$ cat src/rtl/four_digit_seven_segment_scanner_defines.svh
// ---------------------------------------------------------------------------
// Assertion macros for the four digit seven segment scanner
// Implication checks, same cycle and next cycle, with synchronous reset
// ---------------------------------------------------------------------------
`ifndef FOUR_DIGIT_SEVEN_SEGMENT_SCANNER_DEFINES_SVH
`define FOUR_DIGIT_SEVEN_SEGMENT_SCANNER_DEFINES_SVH

`ifndef NO_ASSERTIONS

`define FDSS_ASSERT_IMP(label, clk, rst_n, ante, cons) \
    label: assert property (@(posedge clk) disable iff (!(rst_n)) (ante) |-> (cons)) \
        else $error("fdss assertion failed");

`define FDSS_ASSERT_NEXT(label, clk, rst_n, ante, cons) \
    label: assert property (@(posedge clk) disable iff (!(rst_n)) (ante) |=> (cons)) \
        else $error("fdss assertion failed");

`else

`define FDSS_ASSERT_IMP(label, clk, rst_n, ante, cons)

`define FDSS_ASSERT_NEXT(label, clk, rst_n, ante, cons)

`endif

`endif

$ cat src/rtl/fdss_pkg.sv
// ---------------------------------------------------------------------------
// fdss_pkg
// Types, codes and glyph table of the four digit seven segment scanner
// ---------------------------------------------------------------------------
package fdss_pkg;

    localparam int VALUE_W = 15;
    localparam int MAG_W   = 14;
    localparam int CODE_W  = 5;
    localparam int PHASE_W = 10;

    localparam logic REQ_LOAD = 1'b0;
    localparam logic REQ_TICK = 1'b1;

    localparam logic [2:0] CFG_DOT     = 3'd0;
    localparam logic [2:0] CFG_DISABLE = 3'd1;
    localparam logic [2:0] CFG_FLASH   = 3'd2;
    localparam logic [2:0] CFG_ZEROS   = 3'd3;
    localparam logic [2:0] CFG_ANODE   = 3'd4;

    localparam logic [CODE_W-1:0] CODE_MINUS = 5'd16;
    localparam logic [CODE_W-1:0] CODE_BLANK = 5'd17;

    localparam logic [7:0] DOT_BIT = 8'h80;

    typedef logic [3:0][CODE_W-1:0] t_codes;

    typedef struct packed {
        logic [3:0] dot_mask;
        logic [3:0] disable_mask;
        logic [3:0] flash_mask;
        logic       show_zeros;
        logic       common_anode;
    } t_cfg;

    function automatic logic [7:0] glyph(input logic [CODE_W-1:0] code);
        logic [7:0] seg;
        case (code)
            5'd0:  seg = 8'h3F;
            5'd1:  seg = 8'h06;
            5'd2:  seg = 8'h5B;
            5'd3:  seg = 8'h4F;
            5'd4:  seg = 8'h66;
            5'd5:  seg = 8'h6D;
            5'd6:  seg = 8'h7D;
            5'd7:  seg = 8'h07;
            5'd8:  seg = 8'h7F;
            5'd9:  seg = 8'h6F;
            5'd10: seg = 8'h77;
            5'd11: seg = 8'h7C;
            5'd12: seg = 8'h39;
            5'd13: seg = 8'h5E;
            5'd14: seg = 8'h79;
            5'd15: seg = 8'h71;
            CODE_MINUS: seg = 8'h40;
            default: seg = 8'h00;
        endcase
        return seg;
    endfunction

endpackage

$ cat src/rtl/four_digit_seven_segment_scanner.sv
// ---------------------------------------------------------------------------
// four_digit_seven_segment_scanner
// Multiplexed four digit seven segment driver: value loads and scan ticks
// ---------------------------------------------------------------------------
// channel  handshake               payload
// in       i_in_valid/o_in_ready   i_req_type, i_value
// out      o_out_valid/i_out_ready o_digit_index, o_digit_drive, o_segment_byte,
//                                  o_shown_value
// cfg      i_cfg_valid/o_cfg_ready i_cfg_index, i_cfg_data
//
// One item per cycle unless a tick waits on a stalled result. An item sits in
// the input register, then an in-range load updates the digit codes and a tick
// fills the result register. A stalled result holds only a pending tick; loads
// and an empty input register keep moving. Synchronous reset, no clearing pass;
// config is taken every cycle.
// ---------------------------------------------------------------------------
`include "four_digit_seven_segment_scanner_defines.svh"

module four_digit_seven_segment_scanner #(
    parameter int FLASH_ON_MS     = 500,
    parameter int FLASH_PERIOD_MS = 1000
) (
    input  logic                                i_clk,
    input  logic                                i_rst_n,
    input  logic                                i_in_valid,
    output logic                                o_in_ready,
    input  logic                                i_req_type,
    input  logic signed [fdss_pkg::VALUE_W-1:0] i_value,
    output logic                                o_out_valid,
    input  logic                                i_out_ready,
    output logic [1:0]                          o_digit_index,
    output logic [3:0]                          o_digit_drive,
    output logic [7:0]                          o_segment_byte,
    output logic signed [fdss_pkg::VALUE_W-1:0] o_shown_value,
    input  logic                                i_cfg_valid,
    output logic                                o_cfg_ready,
    input  logic [2:0]                          i_cfg_index,
    input  logic [3:0]                          i_cfg_data
);
    import fdss_pkg::*;

    t_cfg                       r_cfg;
    logic                       r_in_valid;
    logic                       r_in_type;
    logic signed [VALUE_W-1:0]  r_in_value;
    t_codes                     r_codes;
    logic signed [VALUE_W-1:0]  r_held_value;
    logic [1:0]                 r_scan_pos;
    logic [PHASE_W-1:0]         r_flash_phase;
    logic [PHASE_W-1:0]         n_flash_phase;
    logic                       r_out_valid;
    logic [1:0]                 r_out_index;
    logic [3:0]                 r_out_drive;
    logic [7:0]                 r_out_seg;
    logic signed [VALUE_W-1:0]  r_out_shown;

    logic       advance;
    logic       tick_fire;
    logic       load_fire;
    logic       in_range;
    t_codes     split_codes;
    logic [3:0] drive;
    logic [7:0] segment;
    logic       flash_on;

    assign advance   = !r_in_valid || (r_in_type == REQ_LOAD) || !r_out_valid || i_out_ready;
    assign tick_fire = r_in_valid && advance && (r_in_type == REQ_TICK);
    assign load_fire = r_in_valid && (r_in_type == REQ_LOAD) && in_range;
    assign flash_on  = r_flash_phase < PHASE_W'(FLASH_ON_MS);

    always_comb begin
        n_flash_phase = r_flash_phase + PHASE_W'(1);
        if (n_flash_phase >= PHASE_W'(FLASH_PERIOD_MS)) begin
            n_flash_phase = '0;
        end
    end

    fdss_split u_split (
        .i_value    (r_in_value),
        .i_cfg      (r_cfg),
        .o_in_range (in_range),
        .o_codes    (split_codes)
    );

    fdss_render u_render (
        .i_pos      (r_scan_pos),
        .i_codes    (r_codes),
        .i_cfg      (r_cfg),
        .i_flash_on (flash_on),
        .o_drive    (drive),
        .o_segment  (segment)
    );

    always_ff @(posedge i_clk) begin
        if (!i_rst_n) begin
            r_cfg         <= '{dot_mask: 4'h0, disable_mask: 4'h0, flash_mask: 4'h0,
                               show_zeros: 1'b1, common_anode: 1'b0};
            r_in_valid    <= 1'b0;
            r_codes       <= {4{CODE_BLANK}};
            r_held_value  <= '0;
            r_scan_pos    <= '0;
            r_flash_phase <= '0;
            r_out_valid   <= 1'b0;
        end else begin
            if (i_cfg_valid) begin
                case (i_cfg_index)
                    CFG_DOT:     r_cfg.dot_mask     <= i_cfg_data;
                    CFG_DISABLE: r_cfg.disable_mask <= i_cfg_data;
                    CFG_FLASH:   r_cfg.flash_mask   <= i_cfg_data;
                    CFG_ZEROS:   r_cfg.show_zeros   <= i_cfg_data[0];
                    CFG_ANODE:   r_cfg.common_anode <= i_cfg_data[0];
                    default: ;
                endcase
            end
            if (advance) begin
                r_in_valid <= i_in_valid;
            end
            if (load_fire) begin
                r_codes      <= split_codes;
                r_held_value <= r_in_value;
            end
            if (tick_fire) begin
                r_scan_pos    <= r_scan_pos + 2'd1;
                r_flash_phase <= n_flash_phase;
                r_out_valid   <= 1'b1;
            end else if (i_out_ready) begin
                r_out_valid <= 1'b0;
            end
        end
    end

    always_ff @(posedge i_clk) begin
        if (advance) begin
            r_in_type  <= i_req_type;
            r_in_value <= i_value;
        end
        if (tick_fire) begin
            r_out_index <= r_scan_pos;
            r_out_drive <= drive;
            r_out_seg   <= segment;
            r_out_shown <= r_held_value;
        end
    end

    assign o_in_ready     = advance;
    assign o_cfg_ready    = 1'b1;
    assign o_out_valid    = r_out_valid;
    assign o_digit_index  = r_out_index;
    assign o_digit_drive  = r_out_drive;
    assign o_segment_byte = r_out_seg;
    assign o_shown_value  = r_out_shown;

    `FDSS_ASSERT_NEXT(a_scan_step, i_clk, i_rst_n, tick_fire, r_scan_pos == $past(r_scan_pos) + 2'd1)
    `FDSS_ASSERT_IMP(a_phase_range, i_clk, i_rst_n, 1'b1, r_flash_phase < PHASE_W'(FLASH_PERIOD_MS))
    `FDSS_ASSERT_NEXT(a_bad_load, i_clk, i_rst_n, r_in_valid && (r_in_type == REQ_LOAD) && !in_range, $stable(r_held_value) && $stable(r_codes))
    `FDSS_ASSERT_IMP(a_one_enable, i_clk, i_rst_n, r_out_valid, $onehot0(r_out_drive ^ {4{!r_cfg.common_anode}}))

endmodule

$ cat src/rtl/fdss_split.sv
// ---------------------------------------------------------------------------
// fdss_split
// Range check and decimal split of a loaded value, with leading zero blanking
// ---------------------------------------------------------------------------
module fdss_split (
    input  logic signed [fdss_pkg::VALUE_W-1:0] i_value,
    input  fdss_pkg::t_cfg                      i_cfg,
    output logic                                o_in_range,
    output fdss_pkg::t_codes                    o_codes
);
    import fdss_pkg::*;

    logic              neg;
    logic [MAG_W-1:0]  mag;
    logic [27:0]       p1, p2, p3;
    logic [9:0]        q1;
    logic [6:0]        q2;
    logic [3:0]        q3;
    logic [MAG_W-1:0]  d3, d2, d1;

    assign o_in_range = (i_value >= -15'sd999) && (i_value <= 15'sd9999);
    assign neg        = i_value[VALUE_W-1];
    assign mag        = neg ? MAG_W'(-i_value) : MAG_W'(i_value);

    // reciprocal multiplies, exact for 0..9999
    assign p1 = 28'(mag) * 28'd6554;
    assign p2 = 28'(mag) * 28'd5243;
    assign p3 = 28'(mag) * 28'd8389;
    assign q1 = p1[25:16];
    assign q2 = p2[25:19];
    assign q3 = p3[26:23];

    assign d3 = mag - (MAG_W'({q1, 3'b000}) + MAG_W'({q1, 1'b0}));
    assign d2 = MAG_W'(q1) - (MAG_W'({q2, 3'b000}) + MAG_W'({q2, 1'b0}));
    assign d1 = MAG_W'(q2) - (MAG_W'({q3, 3'b000}) + MAG_W'({q3, 1'b0}));

    always_comb begin
        o_codes[0] = {1'b0, q3};
        o_codes[1] = {1'b0, d1[3:0]};
        o_codes[2] = {1'b0, d2[3:0]};
        o_codes[3] = {1'b0, d3[3:0]};
        if (neg) begin
            o_codes[0] = CODE_MINUS;
        end else if (!i_cfg.show_zeros) begin
            if ((mag < 14'd1000) && !i_cfg.dot_mask[0]) begin
                o_codes[0] = CODE_BLANK;
                if ((mag < 14'd100) && !i_cfg.dot_mask[1]) begin
                    o_codes[1] = CODE_BLANK;
                    if ((mag < 14'd10) && !i_cfg.dot_mask[2]) begin
                        o_codes[2] = CODE_BLANK;
                    end
                end
            end
        end
    end

endmodule

$ cat src/rtl/fdss_render.sv
// ---------------------------------------------------------------------------
// fdss_render
// Segment byte and digit enables for the scanned position
// ---------------------------------------------------------------------------
module fdss_render (
    input  logic [1:0]       i_pos,
    input  fdss_pkg::t_codes i_codes,
    input  fdss_pkg::t_cfg   i_cfg,
    input  logic             i_flash_on,
    output logic [3:0]       o_drive,
    output logic [7:0]       o_segment
);
    import fdss_pkg::*;

    logic [3:0] pos_bit;
    logic       dotted;
    logic       lit;
    logic       enabled;
    logic [7:0] seg;

    assign pos_bit = 4'b0001 << i_pos;
    assign dotted  = i_cfg.dot_mask[i_pos];
    assign lit     = !i_cfg.disable_mask[i_pos] && (!i_cfg.flash_mask[i_pos] || i_flash_on);

    always_comb begin
        if (lit) begin
            seg     = glyph(i_codes[i_pos]) ^ (dotted ? DOT_BIT : 8'h00);
            enabled = 1'b1;
        end else if (dotted) begin
            seg     = DOT_BIT;
            enabled = 1'b1;
        end else begin
            seg     = 8'h00;
            enabled = 1'b0;
        end
    end

    assign o_drive   = (i_cfg.common_anode ? 4'h0 : 4'hF) ^ (enabled ? pos_bit : 4'h0);
    assign o_segment = i_cfg.common_anode ? ~seg : seg;

endmodule
$ cat config.mk
export PLATFORM = sky130hd
export DESIGN_NAME = four_digit_seven_segment_scanner
export DESIGN_NICKNAME = d
export VERILOG_FILES = /design/src/rtl/fdss_pkg.sv /design/src/rtl/four_digit_seven_segment_scanner.sv /design/src/rtl/fdss_split.sv /design/src/rtl/fdss_render.sv
export VERILOG_INCLUDE_DIRS = /design/src /design/src/rtl
export SDC_FILE = /design/constraint.sdc
export NUM_CORES = 1
export LEC_CHECK = 0
export BUFFER_PORTS_ARGS = -buffer_cell sky130_fd_sc_hd__buf_2
export CORE_MARGIN = 2
export CORE_UTILIZATION = 40
export DETAILED_ROUTE_END_ITERATION = 8
export REMOVE_ABC_BUFFERS = 1
export SLEW_MARGIN = 10
export SYNTH_ARGS = -nofsm -noshare
export SYNTH_HDL_FRONTEND = slang
export SYNTH_SLANG_ARGS = --single-unit
$ cat constraint.sdc
create_clock -name i_clk -period 12.9 [get_ports i_clk]
set_clock_uncertainty 0.1 [all_clocks]
set_input_delay 0.645 -clock i_clk [delete_from_list [all_inputs] [get_ports i_clk]]
set_output_delay 0.645 -clock i_clk [all_outputs]
set_load 0.1 [all_outputs]
[Word level (Yosys, flattened, before mapping)]
Memories as Yosys holds them, arrays and structs flattened.
Cells that the tools add are included.
Word-level totals
  logic and storage cells: 103
  bits in read-only memories: 224
  memories: 1
  input bits: 28
  output and inout bits: 32
  flip-flop bits (word level): 108
Cells by class
  order comparisons: 8
  eq/ne operators: 4
  $mul: 3
  shift-type cells: 1
  bitwise operators: 4
  multiplexer cells: 26
  reduce and logical (&&, ||, !) cells: 27
  add/subtract/negate cells: 9
Memories
  (no name shown): words 32, bits a word 7, read ports 1, clocked after Yosys merged registers in 0, wr ports 0, RTL line fdss_pkg.sv:38  | case (code)
Operators by type and width (number)
  $mux W8: 4
  $mux W10: 3
  $mux W15: 2
  $mul A14 B14 Y27 const B: 1
  $mul A14 B13 Y23 const B: 1
  $mul A14 B12 Y19 const B: 1
  $ge A15 B11 Y1 const B: 1
  $le A15 B15 Y1 const B: 1
  $mux W5: 3
  $lt A14 B10 Y1 const B: 1
  $lt A14 B4 Y1 const B: 1
  $lt A14 B7 Y1 const B: 1
  $mux W14: 1
  $neg A14 Y14: 1
  $add A4 B4 Y4: 3
  $sub A4 B4 Y4: 3
  $add A10 B1 Y10 const B: 1
  $bmux W5 S2: 1
  $ge A10 B10 Y1 const B: 1
  $lt A10 B9 Y1 const B: 1
  $reduce_and A2 Y1: 5
  $logic_and A1 B1 Y1: 9
  $mux W4: 2
  $not A8 Y8: 1
  other kinds (15): 33

[Depth between registers and ports, before layout]
  word-level depth: 10
  mapped depth: 31
  mapped depth without buffers: 31

[Hierarchy]
A second synthesis with hierarchy kept.
Second synthesis, totals
  cell total of the unflattened synthesis: 1262
  area, all modules: 12544.5 um2
By module, submodules not included
  fdss_split: times used 1, cells an instance 850, seq. area each 0.0 um2, area an instance 7921.3 um2
  four_digit_seven_segment_scanner: times used 1, cells an instance 337, seq. area each 2612.5 um2, area an instance 3920.0 um2
  fdss_render: times used 1, cells an instance 75, seq. area each 0.0 um2, area an instance 703.2 um2

[Least setup slack after synthesis]
Ideal clock, no wire load.
  path type: register to register
  start: register r_in_value[0]
  end: register r_codes[13] (netlist bit)
  stages on the path, launching flop included: 32
  data required time: 12678 ps
  library setup time: 122 ps
  data arrival time: 7466 ps
  path buffers: 0
  clock period less this slack: 7688 ps
  setup slack: 5212 ps
  cell sequence: edfxtp_1 -> inv_1 -> ha_1 -> or4b_4 -> o21ai_4 -> xor2_4 -> inv_1 -> ha_1 -> inv_1 -> fa_1 -> inv_1 -> fa_1 -> inv_1 -> fa_1 -> fa_1 -> inv_1 -> ha_1 -> o211ai_1 -> nor2_1 -> o2111a_1 -> or3_1 -> a21oi_1 -> xor2_1 -> inv_1 -> ha_1 -> xor2_1 -> xnor2_1 -> xnor2_1 -> xnor2_1 -> xnor2_1 -> nor4_1 -> a311o_1
Between the ends
  cells in the longest elaborated chain, start to end: 10
  elaborated cells between the ends (all ways): 21
  those cells by class: 3 x add/sub; 2 x mul; 5 x order compare; 6 x mux; 5 x reduce/logical
Ends and longest elaborated chain
  start, declared: RTL line four_digit_seven_segment_scanner.sv:45  | logic signed [VALUE_W-1:0] r_in_value;
  start signal, assigned: RTL line four_digit_seven_segment_scanner.sv:135  | r_in_value <= i_value;
  $neg A14 Y14: RTL line fdss_split.sv:23  | assign mag = neg ? MAG_W'(-i_value) : MAG_W'(i_value);
  $mux W14: RTL line fdss_split.sv:23
  $mul A14 B13 Y23: RTL line fdss_split.sv:27  | assign p2 = 28'(mag) * 28'd5243;
  $add A4 B4 Y4: RTL line fdss_split.sv:34  | assign d2 = MAG_W'(q1) - (MAG_W'({q2, 3'b000}) + MAG_W'({q2, 1'b0}));
  $sub A4 B4 Y4: RTL line fdss_split.sv:34
  $mux W5: RTL line fdss_split.sv:49  | if ((mag < 14'd10) && !i_cfg.dot_mask[2]) begin
  $mux W10: RTL line fdss_split.sv:47  | if ((mag < 14'd100) && !i_cfg.dot_mask[1]) begin
  $mux W15: RTL line fdss_split.sv:45  | if ((mag < 14'd1000) && !i_cfg.dot_mask[0]) begin
  $mux W15: RTL line fdss_split.sv:44  | end else if (!i_cfg.show_zeros) begin
  $mux W10: RTL line fdss_split.sv:42  | if (neg) begin
  end signal, assigned: RTL line four_digit_seven_segment_scanner.sv:99  | r_codes <= {4{CODE_BLANK}};
  end signal, assigned: RTL line four_digit_seven_segment_scanner.sv:119  | r_codes <= split_codes;
  end, declared: RTL line four_digit_seven_segment_scanner.sv:46  | t_codes r_codes;
Parallel ways exist; a longest one is shown, timed or not.
A chain may end at the register's enable or synchronous reset.

[Final worst setup path]
Same ends and word-level chain as after synthesis.

==> out/summary.md <==
The async set-reset flop share out of synthesis is 0. The detailed-routing iteration count for the pre-antenna-repair pass is 4. The global routing stage identified its most utilized layer as met2.

The total vias in the final route came out at 8601. The hold-fix buffer count after cts is 0, and the total of flip-flops plus latches after synthesis is 108. The die width was 180 um; the hold path depth was 0. Measured in cells, the most critical reg-to-reg path has a length of 32. The tools report the endpoint of the worst hold path as o_shown_value[10]$_DFFE_PP_. Setup repair after global routing left no endpoint under its margin. By instance count, the cell type seen most on the critical path is sky130_fd_sc_hd__inv_1.

The placeable core area was 30500 sq um; the highest fanout seen on the critical path was 16. Fraction of final layout cells sized beyond drive strength 1: 0.0835. Number of top-level pins: 60. Global-route wire length before repair: 47.5 mm.

Entering global routing, the biggest net connects 47 pins. In this run, synthesis inferred 45 flip-flops with an integrated enable. The total wire length after detailed routing is 29.1 mm, and the count of cells resized by post-cts repair is 0. The proportion of netlist area held by the largest area contributor was 0.232. The hold slack came out at 0.333 ns. The run finished with clean final reports. In the final timing run, aggregate negative setup slack is 0 ns.

The number of global-route vias before repair was 8935. The post-route clock period utilization is 0.646, and the detailed-route vias per instance is 5.02. The number of antenna diodes in the final layout is 0.

The run gives 0.120 GHz as the top achievable clock speed. The area of the die was 32300 sq um. The setup path with the least slack is of type reg2reg. In this run the worst hold path is classified as reg2reg. Summed over all layers, the global routing overflow is 0.

The die is 180 um tall. STA classifies the critical path endpoint as a flop. For the worst setup path, the data required time is 13.03 ns.

The number of hold violations in the final report is 0, and the count of different cell masters after synthesis is 70. Master of the slowest instance on the critical path: sky130_fd_sc_hd__fa_1. The clock passes through at most 2 buffers. After detailed routing, the average wire length per cell comes to 17.0 um. The run gives 0.0363 as the met3 global-route usage.

The combined global-route utilization of all metal layers was 0.186; the number of remaining DRC errors was 0. The library cell occupying the most area in the post-synthesis netlist was sky130_fd_sc_hd__ha_1. The max-slew violation count came out at 0. After synthesis the cells add up to 12300 sq um. Once the clock tree was built, the setup fixing pass inserted 0 buffers. The run gives 0.235 as the worst slew margin relative to its limit.

For the number of nets in the finished design, the log shows 1692. TritonCTS built the clock tree. For the slack of the worst reg-to-reg path, the log shows 4.57 ns. The endpoint identified for the worst register-to-register timing path is r_codes[13]$_SDFFE_PN0P_.

The detailed router finished its first iteration with 517 violations. After clock tree synthesis, the clock-pin slew on the worst setup and hold paths is 0.07 ns. The count of placed standard cells including taps was 1697. The number of levels the H-tree was split into came out at 3.

The tools report the CTS sink count as 108. The number of cells produced by synthesis is 1257. The later-pin clock latency in the skew report is 0.35 ns, and the initial core utilization is 0.404. The startpoint of the lowest-slack hold path was r_held_value[10]$_SDFFE_PN0P_.

STA puts the critical path data arrival time at 8.46 ns. The fraction of met1 tracks used by global routing came out at 0.257. Routability-driven placement finished with a final weighted congestion of 0.943. Port buffering added 58 buffers.

The run gives 24.2 mm as the half-perimeter wire length after placement. The routed design could run at a clock period as short as 8.33 ns. The longest individual stage delay on the worst path was 0.55 ns. The most used flip-flop cell after synthesis is sky130_fd_sc_hd__dfxtp_1. The Yosys step of the flow raised 0 warnings. In the layout the commonest cells are sky130_fd_sc_hd__inv_1, sky130_fd_sc_hd__ha_1, sky130_fd_sc_hd__fa_1, sky130_fd_sc_hd__nand2_1, sky130_fd_sc_hd__dfxtp_1.

For the met2 capacity usage during global routing, the log shows 0.309. The part of the Yosys area used for sequential elements was 0.212. The root buffer cell chosen for the clock tree is sky130_fd_sc_hd__clkbuf_16. Once layout is complete, the cells apart from fillers number 1713. Ranked by total cell area, the synthesized netlist is headed by sky130_fd_sc_hd__ha_1, sky130_fd_sc_hd__fa_1, sky130_fd_sc_hd__edfxtp_1, sky130_fd_sc_hd__dfxtp_1, sky130_fd_sc_hd__inv_1. Clock tree synthesis inserted a total of 9 buffers. The number of rows in the core area is 64, and the post-synthesis average cell area is 9.81 sq um. For the pin with the worst max-slew slack, the measured transition is 1.13 ns. The count of nets left with antenna violations once routing finished came out at 0. From synthesis to final layout, the design area changed by 8.52%. For the number of max-capacitance violations reported, the log shows 0. The worst setup path is launched from a flop. The startpoint identified for the worst register-to-register timing path is r_in_value[0]$_DFFE_PN_.

The number of antenna violations at the first check in global routing was 0; the final setup violation count was 0. The library cell used most frequently in the layout, excluding fill and tap cells, is sky130_fd_sc_hd__inv_1.
[synth_stat cells, types with 5 or more instances]
library cell               instances
sky130_fd_sc_hd__a211oi_1         11
sky130_fd_sc_hd__a21boi_0          5
sky130_fd_sc_hd__a21o_1            9
sky130_fd_sc_hd__a21oi_1          60
sky130_fd_sc_hd__and2_1            9
sky130_fd_sc_hd__clkbuf_1         21
sky130_fd_sc_hd__dfxtp_1          63
sky130_fd_sc_hd__edfxtp_1         45
sky130_fd_sc_hd__fa_1            123
sky130_fd_sc_hd__ha_1            229
sky130_fd_sc_hd__inv_1           267
sky130_fd_sc_hd__mux2i_1          17
sky130_fd_sc_hd__mux4_2            8
sky130_fd_sc_hd__nand2_1          70
sky130_fd_sc_hd__nand2b_1         10
sky130_fd_sc_hd__nand3_1          22
sky130_fd_sc_hd__nand4_1           5
sky130_fd_sc_hd__nor2_1           59
sky130_fd_sc_hd__nor2b_1           8
sky130_fd_sc_hd__nor3_1           16
sky130_fd_sc_hd__o21a_1            6
sky130_fd_sc_hd__o21ai_0          33
sky130_fd_sc_hd__xnor2_1          44
sky130_fd_sc_hd__xor2_1           26
[area by class of cell]
| type | instances | area (sq um) |
|---|---|---|
| repair buffers | 72 | 395 |
| inverters | 271 | 1020 |
| well taps | 396 | 495 |
| flip-flops and latches | 108 | 2610 |
| multi-input cells | 850 | 8590 |
| clock inverters | 6 | 47.5 |
| clock buffers | 10 | 229 |
| fillers | 2955 | 17100 |
[critical path: cells and delay by family, from the launching register on]
| family | cells | cell delay, ns |
|---|---|---|
| fa+ha+maj | 8 | 3.20 |
| xor+xnor | 7 | 1.36 |
| compound gates | 5 | 1.12 |
| simple gates | 4 | 1.08 |
| buf+inv | 8 | 1.00 |
| flops | 1 | 0.36 |
[state kept, by name (all words and copies together) (netlist names)]
name and count:
o_digit_drive 4, o_digit_index 2, o_out_valid 1, o_segment_byte 8, o_shown_value 15, r_cfg 14, r_codes 20, r_flash_phase 10
r_held_value 15, r_in_type 1, r_in_valid 1, r_in_value 15, r_scan_pos 2
[per-layer routing]
metal | share of wire | routed length (um)
met1 | 0.48 | 14000
met2 | 0.46 | 13400
met3 | 0.043 | 1240
met4 | 0.012 | 343
met5 | 0 | 0
[how the worst max path moves through the flow]
| stage | cells after the start | startpoint | endpoint | slack, ns |
|---|---|---|---|---|
| after detailed placement | 32 | r_in_value[0]$_DFFE_PN_ | r_codes[13]$_SDFFE_PN0P_ | 4.58 |
| after global placement | 32 | r_in_value[0]$_DFFE_PN_ | r_codes[13]$_SDFFE_PN0P_ | 4.76 |
| after floorplan | 31 | r_in_value[0]$_DFFE_PN_ | r_codes[13]$_SDFFE_PN0P_ | 5.21 |
| final | 32 | r_in_value[0]$_DFFE_PN_ | r_codes[13]$_SDFFE_PN0P_ | 4.57 |
| after global routing | 32 | r_in_value[0]$_DFFE_PN_ | r_codes[13]$_SDFFE_PN0P_ | 4.14 |
| after CTS | 32 | r_in_value[0]$_DFFE_PN_ | r_codes[13]$_SDFFE_PN0P_ | 4.53 |
[cells by family after synthesis]
kind of cell / after synthesis / synth area share
other: 1 / 0.000304
DFF: 108 / 0.212
AOI/OAI and AO/OA: 170 / 0.0891
buffers and inverters: 299 / 0.0920
muxes: 26 / 0.0293
and+or+nand+nor: 229 / 0.0918
xor gates and xnor gates: 72 / 0.0538
adders and majority gates: 352 / 0.432
[metrics by stage]
stage / worst slack [ns] / utilization / cell area [sq um]
final: 4.57 / 0.439 / 13400
after global routing: 4.14 / 0.439 / 13400
after CTS: 4.53 / 0.439 / 13400
after detailed placement: 4.58 / 0.430 / 13100
after global placement: 4.76 / 0.430 / 13100
after floorplan: 5.21 / - / 12200
Power is not shown: default switching activity piles up to over one toggle a cycle in this logic, so the estimate is an artifact.
